<file path="src/hw/rtl/fid_pkg.sv">
// shared types, constants and register codes of the fall and impact detector
package fid_pkg;

  localparam int MAG_FRAC_BITS = 8;
  localparam int TIME_W        = 32;
  localparam int MAG_W         = 12;
  localparam int STAB_W        = 3;
  localparam int MS_W          = 16;
  localparam int CODE_W        = 2;
  localparam int CFG_ADDR_W    = 3;
  localparam int CFG_DATA_W    = 32;

  // register indexes
  localparam logic [CFG_ADDR_W-1:0] CFG_ENABLE     = 3'd0;
  localparam logic [CFG_ADDR_W-1:0] CFG_IMPACT_THR = 3'd1;
  localparam logic [CFG_ADDR_W-1:0] CFG_FF_THR     = 3'd2;
  localparam logic [CFG_ADDR_W-1:0] CFG_FF_CONFIRM = 3'd3;
  localparam logic [CFG_ADDR_W-1:0] CFG_FF_MIN     = 3'd4;
  localparam logic [CFG_ADDR_W-1:0] CFG_POST_STILL = 3'd5;
  localparam logic [CFG_ADDR_W-1:0] CFG_COOLDOWN   = 3'd6;

  // register reset values
  localparam logic [MAG_W-1:0]  IMPACT_THR_RST = MAG_W'(3 << MAG_FRAC_BITS);
  localparam logic [MAG_W-1:0]  FF_THR_RST     = MAG_W'((2 << MAG_FRAC_BITS) / 10);
  localparam logic [MS_W-1:0]   FF_CONFIRM_RST = MS_W'(500);
  localparam logic [MS_W-1:0]   FF_MIN_RST     = MS_W'(100);
  localparam logic [MS_W-1:0]   POST_STILL_RST = MS_W'(2000);
  localparam logic [TIME_W-1:0] COOLDOWN_RST   = TIME_W'(30000);

  // fixed timing constants
  localparam logic [TIME_W-1:0] FREEFALL_TIMEOUT_MS = TIME_W'(1000);
  localparam logic [TIME_W-1:0] EARLY_MOTION_MS     = TIME_W'(500);
  localparam logic [TIME_W-1:0] POST_EXTRA_MS       = TIME_W'(2000);

  // stability classes
  localparam logic [STAB_W-1:0] STAB_UNKNOWN    = 3'd0;
  localparam logic [STAB_W-1:0] STAB_ON_TABLE   = 3'd1;
  localparam logic [STAB_W-1:0] STAB_STATIONARY = 3'd2;
  localparam logic [STAB_W-1:0] STAB_STABLE     = 3'd3;
  localparam logic [STAB_W-1:0] STAB_MOTION     = 3'd4;

  // event codes
  localparam logic [CODE_W-1:0] EV_IMPACT       = 2'd0;
  localparam logic [CODE_W-1:0] EV_FREEFALL     = 2'd1;
  localparam logic [CODE_W-1:0] EV_FALL_ALERT   = 2'd2;
  localparam logic [CODE_W-1:0] EV_IMPACT_ALERT = 2'd3;

  typedef struct packed {
    logic              detector_enable;
    logic [MAG_W-1:0]  impact_threshold;
    logic [MAG_W-1:0]  freefall_threshold;
    logic [MS_W-1:0]   ff_confirm_time;
    logic [MS_W-1:0]   freefall_min_ms;
    logic [MS_W-1:0]   still_time;
    logic [TIME_W-1:0] cooldown_time;
  } cfg_t;

  // one classified sample
  typedef struct packed {
    logic [TIME_W-1:0] now_ms;
    logic [MAG_W-1:0]  mag;
    logic              lowg;
    logic              motion;
    logic              still;
    logic              impact;
  } fid_item_t;

  typedef struct packed {
    logic [CODE_W-1:0] code;
    logic [MAG_W-1:0]  g;
  } fid_res_t;

  typedef enum logic [3:0] {
    ST_IDLE     = 4'b0001,
    ST_FREEFALL = 4'b0010,
    ST_IMPACT   = 4'b0100,
    ST_POST     = 4'b1000
  } state_t;

endpackage

</file>
<file path="src/hw/rtl/fid_front.sv">
// front stage: takes samples, drops them when disabled, classifies against thresholds
module fid_front import fid_pkg::*; (
  input  logic               clk,
  input  logic               rst,
  input  logic               push,
  output logic               full,
  input  logic [TIME_W-1:0]  now_ms,
  input  logic [MAG_W-1:0]   magnitude,
  input  logic [STAB_W-1:0]  stability,
  input  cfg_t               cfg,
  input  logic               q_full,
  output logic               q_push,
  output fid_item_t          q_item
);

  logic      item_valid;
  fid_item_t item;
  fid_item_t item_next;
  logic      accept;

  assign full   = item_valid && q_full;
  assign accept = push && !full;
  assign q_push = item_valid && !q_full;
  assign q_item = item;

  always_comb begin
    item_next.now_ms = now_ms;
    item_next.mag    = magnitude;
    item_next.lowg   = magnitude < cfg.freefall_threshold;
    item_next.motion = stability == STAB_MOTION;
    item_next.still  = (stability >= STAB_ON_TABLE) && (stability <= STAB_STABLE);
    item_next.impact = magnitude > cfg.impact_threshold;
  end

  always_ff @(posedge clk) begin
    if (rst) begin
      item_valid <= 1'b0;
    end else if (accept) begin
      item_valid <= cfg.detector_enable;
    end else if (q_push) begin
      item_valid <= 1'b0;
    end
  end

  always_ff @(posedge clk) begin
    if (accept) begin
      item <= item_next;
    end
  end

endmodule

</file>
<file path="src/hw/rtl/fid_queue.sv">
// two-entry queue of classified samples between front and back
module fid_queue import fid_pkg::*; (
  input  logic      clk,
  input  logic      rst,
  input  logic      push,
  input  fid_item_t push_item,
  output logic      full,
  input  logic      pop,
  output logic      empty,
  output fid_item_t pop_item
);

  fid_item_t   slot [2];
  logic        wr_ptr;
  logic        rd_ptr;
  logic [1:0]  count;
  logic        do_push;
  logic        do_pop;

  assign full     = count == 2'd2;
  assign empty    = count == 2'd0;
  assign do_push  = push && !full;
  assign do_pop   = pop && !empty;
  assign pop_item = slot[rd_ptr];

  always_ff @(posedge clk) begin
    if (rst) begin
      wr_ptr <= 1'b0;
      rd_ptr <= 1'b0;
      count  <= 2'd0;
    end else begin
      if (do_push) wr_ptr <= !wr_ptr;
      if (do_pop) rd_ptr <= !rd_ptr;
      if (do_push && !do_pop) begin
        count <= count + 2'd1;
      end else if (do_pop && !do_push) begin
        count <= count - 2'd1;
      end
    end
  end

  always_ff @(posedge clk) begin
    if (do_push) begin
      slot[wr_ptr] <= push_item;
    end
  end

endmodule

</file>
<file path="src/hw/rtl/fid_back.sv">
// back stage: detection state machine, low-g timing, cooldown and result queue
module fid_back import fid_pkg::*; (
  input  logic               clk,
  input  logic               rst,
  input  cfg_t               cfg,
  input  logic               q_empty,
  input  fid_item_t          q_item,
  output logic               q_pop,
  input  logic               pop,
  output logic               empty,
  output logic [CODE_W-1:0]  event_code,
  output logic [MAG_W-1:0]   g_value
);

  state_t            state, state_next;
  logic [TIME_W-1:0] entry_time, entry_time_next;
  logic [MAG_W-1:0]  peak_g, peak_g_next;
  logic [TIME_W-1:0] lowg_start, lowg_start_next;
  logic              lowg_timing, lowg_timing_next;
  logic              freefall_ok, freefall_ok_next;
  logic [TIME_W-1:0] last_alert, last_alert_next;
  logic              alert_seen, alert_seen_next;

  fid_res_t          res_slot [2];
  logic              res_wr, res_rd;
  logic [1:0]        res_count;
  logic              res_valid;
  fid_res_t          res;
  logic              res_pop;

  logic              go;
  logic [TIME_W-1:0] dt, since_lowg, since_alert;
  logic              alert_req;
  logic [CODE_W-1:0] alert_code;
  logic              alert_ok;

  assign go      = !q_empty && (res_count != 2'd2);
  assign q_pop   = go;
  assign res_pop = pop && !empty;

  assign dt          = q_item.now_ms - entry_time;
  assign since_lowg  = q_item.now_ms - lowg_start;
  assign since_alert = q_item.now_ms - last_alert;
  assign alert_ok    = !(alert_seen && (since_alert < cfg.cooldown_time));

  always_comb begin
    state_next       = state;
    entry_time_next  = entry_time;
    peak_g_next      = peak_g;
    lowg_start_next  = lowg_start;
    lowg_timing_next = lowg_timing;
    freefall_ok_next = freefall_ok;
    last_alert_next  = last_alert;
    alert_seen_next  = alert_seen;
    res_valid        = 1'b0;
    res              = '0;
    alert_req        = 1'b0;
    alert_code       = EV_IMPACT_ALERT;
    if (go) begin
      if (q_item.mag > peak_g) peak_g_next = q_item.mag;

      // low-g timing only runs while in motion
      if (q_item.lowg && q_item.motion) begin
        if (!lowg_timing) begin
          lowg_start_next  = q_item.now_ms;
          lowg_timing_next = 1'b1;
        end else if (since_lowg >= TIME_W'(cfg.ff_confirm_time)) begin
          freefall_ok_next = 1'b1;
        end
      end else if (!q_item.lowg) begin
        lowg_timing_next = 1'b0;
        freefall_ok_next = 1'b0;
      end

      unique case (state)
        ST_IDLE: begin
          if (q_item.impact) begin
            state_next      = ST_IMPACT;
            entry_time_next = q_item.now_ms;
            peak_g_next     = q_item.mag;
            res_valid       = 1'b1;
            res.code        = EV_IMPACT;
            res.g           = q_item.mag;
          end else if (freefall_ok_next) begin
            state_next      = ST_FREEFALL;
            entry_time_next = q_item.now_ms;
            peak_g_next     = '0;
            res_valid       = 1'b1;
            res.code        = EV_FREEFALL;
            res.g           = q_item.mag;
          end
        end
        ST_FREEFALL: begin
          if (q_item.impact) begin
            state_next = (dt >= TIME_W'(cfg.freefall_min_ms)) ? ST_POST : ST_IMPACT;
            entry_time_next  = q_item.now_ms;
            peak_g_next      = q_item.mag;
            lowg_timing_next = 1'b0;
            freefall_ok_next = 1'b0;
          end else if (!q_item.lowg || (dt > FREEFALL_TIMEOUT_MS)) begin
            state_next       = ST_IDLE;
            peak_g_next      = '0;
            lowg_timing_next = 1'b0;
            freefall_ok_next = 1'b0;
          end
        end
        ST_IMPACT: begin
          state_next      = ST_POST;
          entry_time_next = q_item.now_ms;
        end
        ST_POST: begin
          if (dt >= TIME_W'(cfg.still_time)) begin
            alert_req  = 1'b1;
            alert_code = q_item.still ? EV_FALL_ALERT : EV_IMPACT_ALERT;
            state_next = ST_IDLE;
          end else if ((dt >= EARLY_MOTION_MS) && q_item.motion) begin
            alert_req  = 1'b1;
            alert_code = EV_IMPACT_ALERT;
            state_next = ST_IDLE;
          end else if (dt > (TIME_W'(cfg.still_time) + POST_EXTRA_MS)) begin
            // post-impact timeout, shadowed by the observation-time branch
            state_next  = ST_IDLE;
            peak_g_next = '0;
          end
        end
        default: begin
          state_next = ST_IDLE;
        end
      endcase

      // alert inside cooldown is dropped and the peak kept
      if (alert_req && alert_ok) begin
        last_alert_next = q_item.now_ms;
        alert_seen_next = 1'b1;
        res_valid       = 1'b1;
        res.code        = alert_code;
        res.g           = peak_g_next;
        peak_g_next     = '0;
      end
    end
  end

  always_ff @(posedge clk) begin
    if (rst) begin
      state       <= ST_IDLE;
      entry_time  <= '0;
      peak_g      <= '0;
      lowg_start  <= '0;
      lowg_timing <= 1'b0;
      freefall_ok <= 1'b0;
      last_alert  <= '0;
      alert_seen  <= 1'b0;
    end else begin
      state       <= state_next;
      entry_time  <= entry_time_next;
      peak_g      <= peak_g_next;
      lowg_start  <= lowg_start_next;
      lowg_timing <= lowg_timing_next;
      freefall_ok <= freefall_ok_next;
      last_alert  <= last_alert_next;
      alert_seen  <= alert_seen_next;
    end
  end

  // result queue
  assign empty      = res_count == 2'd0;
  assign event_code = res_slot[res_rd].code;
  assign g_value    = res_slot[res_rd].g;

  always_ff @(posedge clk) begin
    if (rst) begin
      res_wr    <= 1'b0;
      res_rd    <= 1'b0;
      res_count <= 2'd0;
    end else begin
      if (res_valid) res_wr <= !res_wr;
      if (res_pop) res_rd <= !res_rd;
      if (res_valid && !res_pop) begin
        res_count <= res_count + 2'd1;
      end else if (res_pop && !res_valid) begin
        res_count <= res_count - 2'd1;
      end
    end
  end

  always_ff @(posedge clk) begin
    if (res_valid) begin
      res_slot[res_wr] <= res;
    end
  end

endmodule

</file>
<file path="src/hw/rtl/fall_impact_detector.sv">
// top level of the fall and impact detector: config registers, front, queue and back
// Fall and impact detector. Each sample (millisecond timestamp, Q4.8 g magnitude and
// stability class) is pushed through a queue-like port and is accepted at one sample per
// clock cycle while full is low; results come out of a second queue as an event code and
// a Q4.8 g value, at most one per sample. A sample passes the classifying front register
// and the two-entry sample queue, whose head the update of the detection state machine
// reads while it writes the two-entry result queue. The state machine update sets the
// rate of one sample per cycle while the result queue is not full. With detector_enable
// low, samples are taken and dropped.
// Configuration registers are written through cfg_we, cfg_addr and cfg_wdata; the user
// must write them only while no sample is in flight, which the block does not enforce;
// elapsed times wrap modulo 2^32.
module fall_impact_detector import fid_pkg::*; (
  input  logic                  clk,
  input  logic                  rst,
  // sample side
  input  logic                  push,
  output logic                  full,
  input  logic [TIME_W-1:0]     now_ms,
  input  logic [MAG_W-1:0]      magnitude,
  input  logic [STAB_W-1:0]     stability,
  // result side
  output logic                  empty,
  input  logic                  pop,
  output logic [CODE_W-1:0]     event_code,
  output logic [MAG_W-1:0]      g_value,
  // configuration
  input  logic                  cfg_we,
  input  logic [CFG_ADDR_W-1:0] cfg_addr,
  input  logic [CFG_DATA_W-1:0] cfg_wdata
);

  cfg_t      cfg;
  logic      q_push, q_full, q_pop, q_empty;
  fid_item_t q_in, q_out;

  // configuration registers, writes to unused indexes are ignored
  always_ff @(posedge clk) begin
    if (rst) begin
      cfg.detector_enable    <= 1'b0;
      cfg.impact_threshold   <= IMPACT_THR_RST;
      cfg.freefall_threshold <= FF_THR_RST;
      cfg.ff_confirm_time    <= FF_CONFIRM_RST;
      cfg.freefall_min_ms    <= FF_MIN_RST;
      cfg.still_time         <= POST_STILL_RST;
      cfg.cooldown_time      <= COOLDOWN_RST;
    end else if (cfg_we) begin
      unique case (cfg_addr)
        CFG_ENABLE:     cfg.detector_enable    <= cfg_wdata[0];
        CFG_IMPACT_THR: cfg.impact_threshold   <= cfg_wdata[MAG_W-1:0];
        CFG_FF_THR:     cfg.freefall_threshold <= cfg_wdata[MAG_W-1:0];
        CFG_FF_CONFIRM: cfg.ff_confirm_time    <= cfg_wdata[MS_W-1:0];
        CFG_FF_MIN:     cfg.freefall_min_ms    <= cfg_wdata[MS_W-1:0];
        CFG_POST_STILL: cfg.still_time         <= cfg_wdata[MS_W-1:0];
        CFG_COOLDOWN:   cfg.cooldown_time      <= cfg_wdata[TIME_W-1:0];
        default: ;
      endcase
    end
  end

  // classify against thresholds, drop samples while disabled
  fid_front u_front (
    .clk       (clk),
    .rst       (rst),
    .push      (push),
    .full      (full),
    .now_ms    (now_ms),
    .magnitude (magnitude),
    .stability (stability),
    .cfg       (cfg),
    .q_full    (q_full),
    .q_push    (q_push),
    .q_item    (q_in)
  );

  // lets the front keep taking samples while the back waits on the result side
  fid_queue u_queue (
    .clk       (clk),
    .rst       (rst),
    .push      (q_push),
    .push_item (q_in),
    .full      (q_full),
    .pop       (q_pop),
    .empty     (q_empty),
    .pop_item  (q_out)
  );

  // state machine and result queue
  fid_back u_back (
    .clk        (clk),
    .rst        (rst),
    .cfg        (cfg),
    .q_empty    (q_empty),
    .q_item     (q_out),
    .q_pop      (q_pop),
    .pop        (pop),
    .empty      (empty),
    .event_code (event_code),
    .g_value    (g_value)
  );

endmodule

</file>
<file path="config.mk">
export PLATFORM = sky130hd
export DESIGN_NAME = fall_impact_detector
export DESIGN_NICKNAME = d
export VERILOG_FILES = /design/src/hw/rtl/fid_pkg.sv /design/src/hw/rtl/fid_front.sv /design/src/hw/rtl/fid_queue.sv /design/src/hw/rtl/fid_back.sv /design/src/hw/rtl/fall_impact_detector.sv
export SDC_FILE = /design/constraint.sdc
export NUM_CORES = 1
export LEC_CHECK = 0
export BUFFER_PORTS_ARGS = -buffer_cell sky130_fd_sc_hd__buf_2
export CORE_ASPECT_RATIO = 0.7
export CORE_MARGIN = 3
export CORE_UTILIZATION = 48
export DETAILED_ROUTE_END_ITERATION = 10
export PLACE_DENSITY = 0.66
export SYNTH_ARGS = -nofsm -noshare
export SYNTH_HDL_FRONTEND = slang
export SYNTH_SLANG_ARGS = --single-unit
export TNS_END_PERCENT = 20
</file>
<file path="constraint.sdc">
create_clock -name clk -period 7.9 [get_ports clk]
set_input_delay 2.37 -clock clk [delete_from_list [all_inputs] [get_ports clk]]
set_output_delay 2.37 -clock clk [all_outputs]
set_load 0.1 [all_outputs]
</file>
* Word-level counts from Yosys, hierarchy flattened
Memory sizes are Yosys's and may differ from the RTL's. A register that Yosys moved wholly into a read port is not among the register bits.
Cells that the tools add are included.
** Storage, ports and cells
- Bits in registers :: 277
- Bits in writable memories :: 124
- Input bits :: 87
- Output and inout bits :: 16
- Memories :: 2
** Cells by class
- Add/sub/neg operators :: 8
- Order comparisons :: 12
- Equality and inequality tests :: 17
- Multiplexer cells :: 67
- Bitwise operators :: 1
- Reductions and logical operators :: 49
** Memory list
- u_queue.slot :: depth 2, width 48, read ports 1, clocked after memory_dff 1, write ports 1, RTL line fid_queue.sv:13 : fid_item_t slot [2];
- u_back.res_slot :: depth 2, width 14, read ports 1, clocked after memory_dff 1, write ports 1, RTL line fid_back.sv:24 : fid_res_t res_slot [2];
** Operators by type and width (count)
- $mux 12 :: 9
- $ge 32x16->1 :: 3
- $mux 32 :: 3
- $pmux 32 s3 :: 1
- $sub 32x32->32 :: 3
- $mux 14 :: 4
- $pmux 12 s3 :: 1
- $mux 1 :: 33
- $ge 32x9->1 const B :: 1
- $gt 32x10->1 const B :: 1
- $gt 32x32->1 :: 1
- $lt 32x32->1 :: 1
- $mux 4 :: 8
- $gt 12x12->1 :: 2
- $add 16x11->17 const B :: 1
- $logic_and 1x1->1 :: 16
- $pmux 4 s4 :: 1
- $reduce_and 2->1 :: 8
- $logic_not 1->1 :: 14
- $mux 13 :: 1
- $eq 3x3->1 const B :: 4
- $lt 12x12->1 :: 1
- $mux 2 :: 6
- $reduce_and 4->1 :: 2
- other kinds (21) :: 29

* Logic depth before layout (Yosys ltp)
Gate-level depths: netlist of the first run.
- Depth in word-level cells :: 15
- Mapped depth :: 35

* Modules after synthesis
A second synthesis of the first run with hierarchy kept.
** Second synthesis, totals
- Cell total of the unflattened synthesis :: 2556
- Area total of the unflattened synthesis :: 24539.8 um2
** Modules (own cells, without submodules)
- fid_back :: instances 1, cells each 1844, area an instance 14393.8 um2, sequential area each 3243.1 um2
- fall_impact_detector :: instances 1, cells each 404, area an instance 4383.0 um2, sequential area each 2102.0 um2
- fid_queue :: instances 1, cells each 174, area an instance 3681.0 um2, sequential area each 2982.9 um2
- fid_front :: instances 1, cells each 134, area an instance 2082.0 um2, sequential area each 1461.4 um2

* Worst setup path after synthesis of the first run
OpenSTA, ideal clock, no wires.
- Path kind :: register to register
- Start :: reg (tool-made name)
- End :: mem u_back.res_slot[1][0] in the netlist's numbering, enable pin
- Setup time :: 0.384 ns
- Arrival time :: 6.862 ns
- Data required time :: 7.516 ns
- Setup slack :: 0.653 ns
- Stages on the path, launching flop included :: 30
- Path through :: dfxtp_1 > buf_1 > clkbuf_1 > clkbuf_1 > mux2i_1 > inv_1 > ha_1 > a21o_1 > a21oi_1 > a21bo_2 > nand3_1 > a41oi_1 > nor3_1 > o31a_1 > a311o_1 > a21oi_1 > xnor2_1 > ha_1 > nand4_1 > nor2_1 > nor4b_1 > o41ai_1 > a31oi_1 > o221ai_1 > a21o_1 > a21oi_2 > o21ai_0 > a21o_1 > buf_2 > nor2_1
** RTL lines (RTL line)
- to (decl) :: fid_back.sv:24

==> run metrics, run 1 <==
drt wl/cell=19.42 um; warning count from the yosys run=0; Placed Cells=3276; total number of vias=19208; Setup Viol. Count Final=0; Power Density=353.5 nW/um^2; RD Place Congestion=0.9605; clock sink count=403; combinational share of power=0.502; hold crit path type=register to register; Setup Skew=0.03001 ns; Netlist Area Pre-Place=23760 um^2; Core Area=48370 um^2; Top Ports=103; Seq cells post-synth=403; CP endpoint kind=register; Max FO, Critical Path=12; LEAKAGE=9.959 nW; Antenna diodes=0; sequential share of power=0.273; peak supply drop=281.2 uV; Synthesized Nets=2916; Num CTS Buffers=42; Rows=67; maximum operating frequency=0.1347 GHz; minimum clock period=7.423 ns; number of flops mapped to enable cells by yosys=172; Final Slew Violations=0; layout cell share with drive strength beyond 1=0.1056; Slew @ Worst Pin=1.286 ns; first-pass GRT wire length=102.0 mm; grt ovf=0; fin nets=2980; Bufs on Longest Clock Path=3; DR vias/cell=5.727; Post-Layout Cell Count=3354; final WL=65.13 mm; initial antenna violation count=0; Pre-antenna DRT Iters=6; switching share of power=0.4258; Root Buffer=clkbuf_16; WP data required=8.27 ns; WS Path Type=register to register; Distinct cells, synth=83; RSZ-0062 raised after global routing=no; Setup TNS=0 ns; Tot GR Track Use=0.2466; Net Sw Power=3.963 mW; fin crit share=0.9396; Area Growth Syn to Fin=10.79%; Startpoint Class=register; Clk pwr share=0.225; Most used DFF post-synth=dfxtp_1; Die Wd=271.9 um; Skew-Pair Late Insertion Delay=0.57 ns; Final HPWL DP=48.95 mm; Routed Antenna Nets=0; Final Cell Area=26330 um^2; CTS tree=built; max cap viols=0; sequential area share after synthesis=0.4119; CTS H-tree lvls=2; Reg clk slew, reported paths=0.06 ns; DR iter-0 viols=1554; die area=52260 um^2; status=finished clean; max_slew headroom=0.1338; die height=192.2 um; Avg Cell Area, Syn=9.137 um^2; setup bufs post-CTS=0; IO buf count=102; vias in the first global route=18321; DRC Markers=0; Area after DPL=24860 um^2; Post-Syn Instances=2601; Hold Fails Final Rpt=0; setup slack, reg-to-reg=0.48 ns; largest net degree at the start of global routing=109; Worst EP arrival=7.79 ns; Starting Density=0.4913; asr flop ratio synth=0; Internal Power=5.345 mW
per-layer routing:
layer / wire (um) / up-vias / global-route usage
met3: 4614 / 88 / 0.04595
met2: 27840 / 555 / 0.3770
met1: 31510 / 9157 / 0.3639
met4: 1167 / 0 / 0.05052
met5: 0 / - / 0
li1: - / 9408 / -
critical path: stages (launching register included):
cell and delay [ns]:
dfxtp_2 0.36, buf_4 0.29, mux2i_1 0.43, inv_1 0.16, ha_1 0.43, nand4_1 0.22
a2111oi_0 0.73, a211oi_2 0.11, xnor2_1 0.48, ha_1 0.35, a21o_1 0.16, a21o_1 0.17
a221oi_1 0.37, nand2_1 0.09, o31ai_1 0.40, o211ai_1 0.20, o41a_1 0.44, nor4_1 0.28
and2_1 0.20, o22ai_1 0.11, o21ai_0 1.00, o311ai_0 0.26
stage by stage:
stage	total power [mW]	hold WS (ns)	setup WS [ns]	util
6_report	9.307	0.4486	0.4771	0.5443
5_1_grt	9.968	0.4549	0.03983	0.5443
4_1_cts	9.297	0.4457	0.5575	0.5442
3_5_place_dp	7.155	0.4308	0.5925	0.5139
3_3_place_gp	7.060	0.4242	0.8285	0.5139
2_1_floorplan	5.978	0.4215	0.6535	-
cells in the mapped netlist, drive strengths merged (54+ instances only):
| library cell | number | area, um^2 |
|---|---|---|
| a21oi | 248 | 1245 |
| nor2 | 199 | 747.0 |
| o21ai | 97 | 485.5 |
| clkbuf | 85 | 319.1 |
| inv | 264 | 991.0 |
| a21o | 65 | 488.0 |
| ha | 225 | 2815 |
| xnor2 | 54 | 473.0 |
| edfxtp | 172 | 5165 |
| a211oi | 114 | 1006 |
| nand2 | 274 | 1028 |
| dfxtp | 231 | 4624 |
layout make-up:
type	instances	area, um^2
clock buffer	58	1247
fill	4409	22040
inverter	265	994.7
tap	655	819.5
clock inverter	20	216.5
sequential	403	9791
multi-input combinational	1831	12580
timing repair buffer	122	679.4
flip-flops by register name, indices dropped and copies added, names as in the netlist, 2 cells and up, named ones only:
signal and flops:
u_back.lowg_start 32, cfg 105, u_back.entry_time 32, u_back.peak_g 12
u_back.res_slot 28, u_back.last_alert 32, u_back.res_count 2, u_queue.count 2
u_back.state 4, u_front.q_item 48, u_queue.slot 96
cells by family after synthesis:
group	count (synthesis)	synth area share
xor+xnor	82	0.03022
flops	403	0.4119
buf+inv	367	0.06060
mux	70	0.03101
fa+ha+maj	228	0.1210
compound gates	697	0.1947
simple gates	754	0.1506
layout by cell type (no fill, tap or decap), types with 16 or more instances in the layout:
master and n:
nand2_1 274, inv_1 264, a21oi_1 247, dfxtp_1 230
ha_1 225, nor2_1 196, edfxtp_1 172, buf_2 101
o21ai_0 94, a211oi_1 83, a21o_1 65, xnor2_1 54
clkbuf_16 47, mux2i_1 41, nor3_1 39, nand4_1 36
nand2b_1 35, a211oi_2 30, mux2_2 29, xor2_1 28
nand3_1 25, o211ai_1 25, nor2b_1 23, nand3b_1 20
o21a_1 19, buf_4 19, and3_1 17, a211o_1 17
o22ai_1 16
worst paths after layout:
check | depth (start not counted) | to | from
max | 21 | u_back.peak_g[0] | register
max reg2reg | 21 | u_back.peak_g[0] | register
min | 0 | u_queue.slot[1][29] | u_front.q_item[29]
min reg2reg | 0 | u_queue.slot[1][29] | u_front.q_item[29]
power by group through the flow:
stage	clock network (mW)	registers, mW	logic, mW
after floorplan	0	2.53	3.45
after global routing	2.23	2.56	5.18
final	2.09	2.54	4.67
after CTS	2.14	2.54	4.62
after detailed placement	0	2.58	4.57
after global placement	0	2.57	4.49
what timing repair did:
item	in CTS	in global routing
endpoints found under the setup margin	0	1
endpoints found under the hold margin	0	0
hold buffers	0	0
gates resized for setup	0	1
Note: power is estimated with default switching activity, not from simulation.
==> run 2, diff against run 1 <==
--- a/config.mk
+++ b/config.mk
@@ -5,12 +5,11 @@
 export SDC_FILE = /design/constraint.sdc
 export NUM_CORES = 1
 export LEC_CHECK = 0
-export BUFFER_PORTS_ARGS = -buffer_cell sky130_fd_sc_hd__buf_2
+export BUFFER_PORTS_ARGS = -buffer_cell sky130_fd_sc_hd__buf_4
 export CORE_ASPECT_RATIO = 0.7
 export CORE_MARGIN = 3
 export CORE_UTILIZATION = 48
 export DETAILED_ROUTE_END_ITERATION = 10
-export PLACE_DENSITY = 0.66
 export SYNTH_ARGS = -nofsm -noshare
 export SYNTH_HDL_FRONTEND = slang
 export SYNTH_SLANG_ARGS = --single-unit
==> run 2 against run 1 <==
Net effect:
- final area grew 0.75%
- sequential share of layout area shrank 0.28 points
- core utilization grew 0.41 points
- final cell count grew 0.27%
- maximum frequency shrank 2.0%
- largest cell class unchanged
==> run metrics, run 2 (synthesized netlist as in run 1, its figures left out) <==
minimum clock period=7.576 ns (was 7.423 ns); gr busiest metal=met2 (unchanged); Root Buffer=clkbuf_16 (unchanged); final WL=64.80 mm (was 65.13 mm); most common cell after layout, fill and taps aside=nand2_1 (unchanged); Hold Fails Final Rpt=0 (unchanged); footprint of the multi-input gates=12570 um^2 (was 12580 um^2); Hold Crit Depth=0 (unchanged); CTS tree=built (unchanged); Setup Viol. Count Final=0 (unchanged); Bufs on Longest Clock Path=3 (unchanged); cell chain of the critical path=mux2i_1 > inv_1 > fa_1 > a21o_1 > a21oi_1 > o21ai_0 > nand4_1 > a211oi_1 > o41ai_1 > a21oi_1 > a21oi_1 > xnor2_1 > ha_1 > nand4_1 > nor2_1 > nor4b_1 > o41ai_1 > a31oi_1 > o221ai_1 > a21o_1 > a21oi_2 > o21ai_0 > a21o_1 > nor2_1 (was buf_4 > mux2i_1 > inv_1 > ha_1 > nand4_1 > a2111oi_0 > a211oi_2 > xnor2_1 > ha_1 > a21o_1 > a21o_1 > a221oi_1 > nand2_1 > o31ai_1 > o211ai_1 > o41a_1 > nor4_1 > and2_1 > o22ai_1 > o21ai_0 > o311ai_0); M1 GR Usage=0.3604 (was 0.3639); Biggest register=cfg (unchanged); Tot GR Track Use=0.2444 (was 0.2466); sequential cell area=9791 um^2 (unchanged); CTS H-tree lvls=2 (unchanged); Setup Skew=0.01198 ns (was 0.03001 ns); fin nets=2989 (was 2980); CP endpoint kind=register (unchanged); largest net degree at the start of global routing=111 (was 109); total number of vias=19184 (was 19208); Max FO, Critical Path=14 (was 12); reg2reg end=u_back.res_slot[1][0] (was u_back.peak_g[0]); Slew @ Worst Pin=1.193 ns (was 1.286 ns); CP peak stage delay=0.89 ns (was 1.00 ns); CP max stage cell=nor2_1 (was o21ai_0); layout cell share with drive strength beyond 1=0.1056 (about the same); hold wc startpoint=u_front.q_item[46] (was u_front.q_item[29]); Power Density=346.9 nW/um^2 (was 353.5 nW/um^2); hold crit path type=register to register (unchanged); max_slew headroom=0.1820 (was 0.1338); Area Growth Syn to Fin=11.63% (was 10.79%); Final Core Density=0.5484 (was 0.5443); clock sink count=403 (unchanged); Core Area=48370 um^2 (unchanged); LEAKAGE=10.04 nW (was 9.959 nW); drt wl/cell=19.27 um (was 19.42 um); Rows=67 (unchanged); DR iter-0 viols=1825 (was 1554); Final Slew Violations=0 (unchanged); maximum operating frequency=0.1320 GHz (was 0.1347 GHz); fin crit share=0.9589 (was 0.9396); Pre-antenna DRT Iters=5 (was 6); final hold slack=0.4433 ns (was 0.4486 ns); M3 GR Usage=0.05407 (was 0.04595); die height=192.2 um (unchanged); Placed Cells=3285 (was 3276); WP data required=8.07 ns (was 8.27 ns); initial antenna violation count=0 (unchanged); Die Wd=271.9 um (unchanged); most frequent cells in the layout=nand2_1 (274), inv_1 (264), a21oi_1 (247) (unchanged); DR vias/cell=5.704 (was 5.727); RSZ-0062 raised after global routing=yes (was no); first-pass GRT wire length=100.9 mm (was 102.0 mm); worst r2r path cells=24 (was 21); met2 Track Usage GR=0.3669 (was 0.3770); RD Place Congestion=0.9114 (was 0.9605); setup bufs post-CTS=0 (unchanged); die area=52260 um^2 (unchanged); Routed Antenna Nets=0 (unchanged); status=finished clean (unchanged); Starting Density=0.4913 (unchanged); max cap viols=0 (unchanged); Top Ports=103 (unchanged); hold endpoint=u_queue.slot[1][46] (was u_queue.slot[1][29]); Skew-Pair Late Insertion Delay=0.56 ns (was 0.57 ns); Worst EP arrival=7.74 ns (was 7.79 ns); grt ovf=0 (unchanged); Antenna diodes=0 (unchanged); max reg flops=105 (unchanged); WS Path Type=register to register (unchanged); Post-Layout Cell Count=3363 (was 3354); Num CTS Buffers=42 (unchanged); Final HPWL DP=48.81 mm (was 48.95 mm); # fillers=4377 (was 4409); peak supply drop=277.3 uV (was 281.2 uV); DRC Markers=0 (unchanged); Startpoint Class=register (unchanged); vias in the first global route=17988 (was 18321); IO buf count=102 (unchanged); setup slack, reg-to-reg=0.32 ns (was 0.48 ns); Reg clk slew, reported paths=0.06 ns (about the same)
## run 2: area by class of cell
type | instances | area share
clock inverters | 20 | 0.006226
multi-input cells | 1831 | 0.4739
inverters | 265 | 0.03750
clock buffers | 58 | 0.04467
well taps | 655 | 0.03089
repair buffers | 131 | 0.03769
flip-flops and latches | 403 | 0.3691
## run 2: power by group
part           internal [mW]  switching [mW]
clock network           1.12           0.832
registers               2.40           0.142
logic                   1.75            2.95
## run 2: worst max-delay path by stage
stage                        start               endpoint  slack (ns)  cells past startpoint
final                     register  u_back.res_slot[1][0]        0.32                     24
after global routing      register  u_back.res_slot[1][1]       -0.26                     24
after CTS                 register  u_back.res_slot[1][6]        0.37                     24
after detailed placement  register  u_back.res_slot[1][7]        0.42                     24
after global placement    register  u_back.res_slot[1][7]        0.67                     24
after floorplan           register  u_back.res_slot[1][0]        0.65                     29
## run 2: timing repair
| item | in CTS | in global routing |
|---|---|---|
| endpoints found under the setup margin | 0 | 32 |
| hold buffers | 0 | 0 |
| resized for setup | 0 | 1 |
## run 2: per-stage QoR
step / power [mW] / setup TNS [ns] / worst slack [ns] / instance area [um^2]
5_1_grt: 9.880 / -7.004 / -0.2562 / 26530
4_1_cts: 9.198 / 0 / 0.3717 / 26530
3_3_place_gp: 7.122 / 0 / 0.6672 / 25180
3_5_place_dp: 7.198 / 0 / 0.4172 / 25180
6_report: 9.202 / 0 / 0.3245 / 26530
2_1_floorplan: 5.978 / 0 / 0.6535 / 23760
## run 2: worst max-delay path: cells and delay by family, from the launching register on
family,cells,cell delay [ns]
AO/OA/AOI/OAI,14,3.28
buffers and inverters,1,0.26
flip-flops,1,0.56
XOR/XNOR,1,0.12
AND/OR/NAND/NOR,5,1.62
adder cells (fa/ha/maj),2,0.82
multiplexers,1,0.51
## run 2: metal layers
metal | wire length [um] | vias up | part of all wire
li1 | - | 9438 | -
met1 | 31730 | 9108 | 0.49
met2 | 26950 | 565 | 0.42
met3 | 4951 | 73 | 0.076
met4 | 1164 | 0 | 0.018
met5 | 0 | - | 0
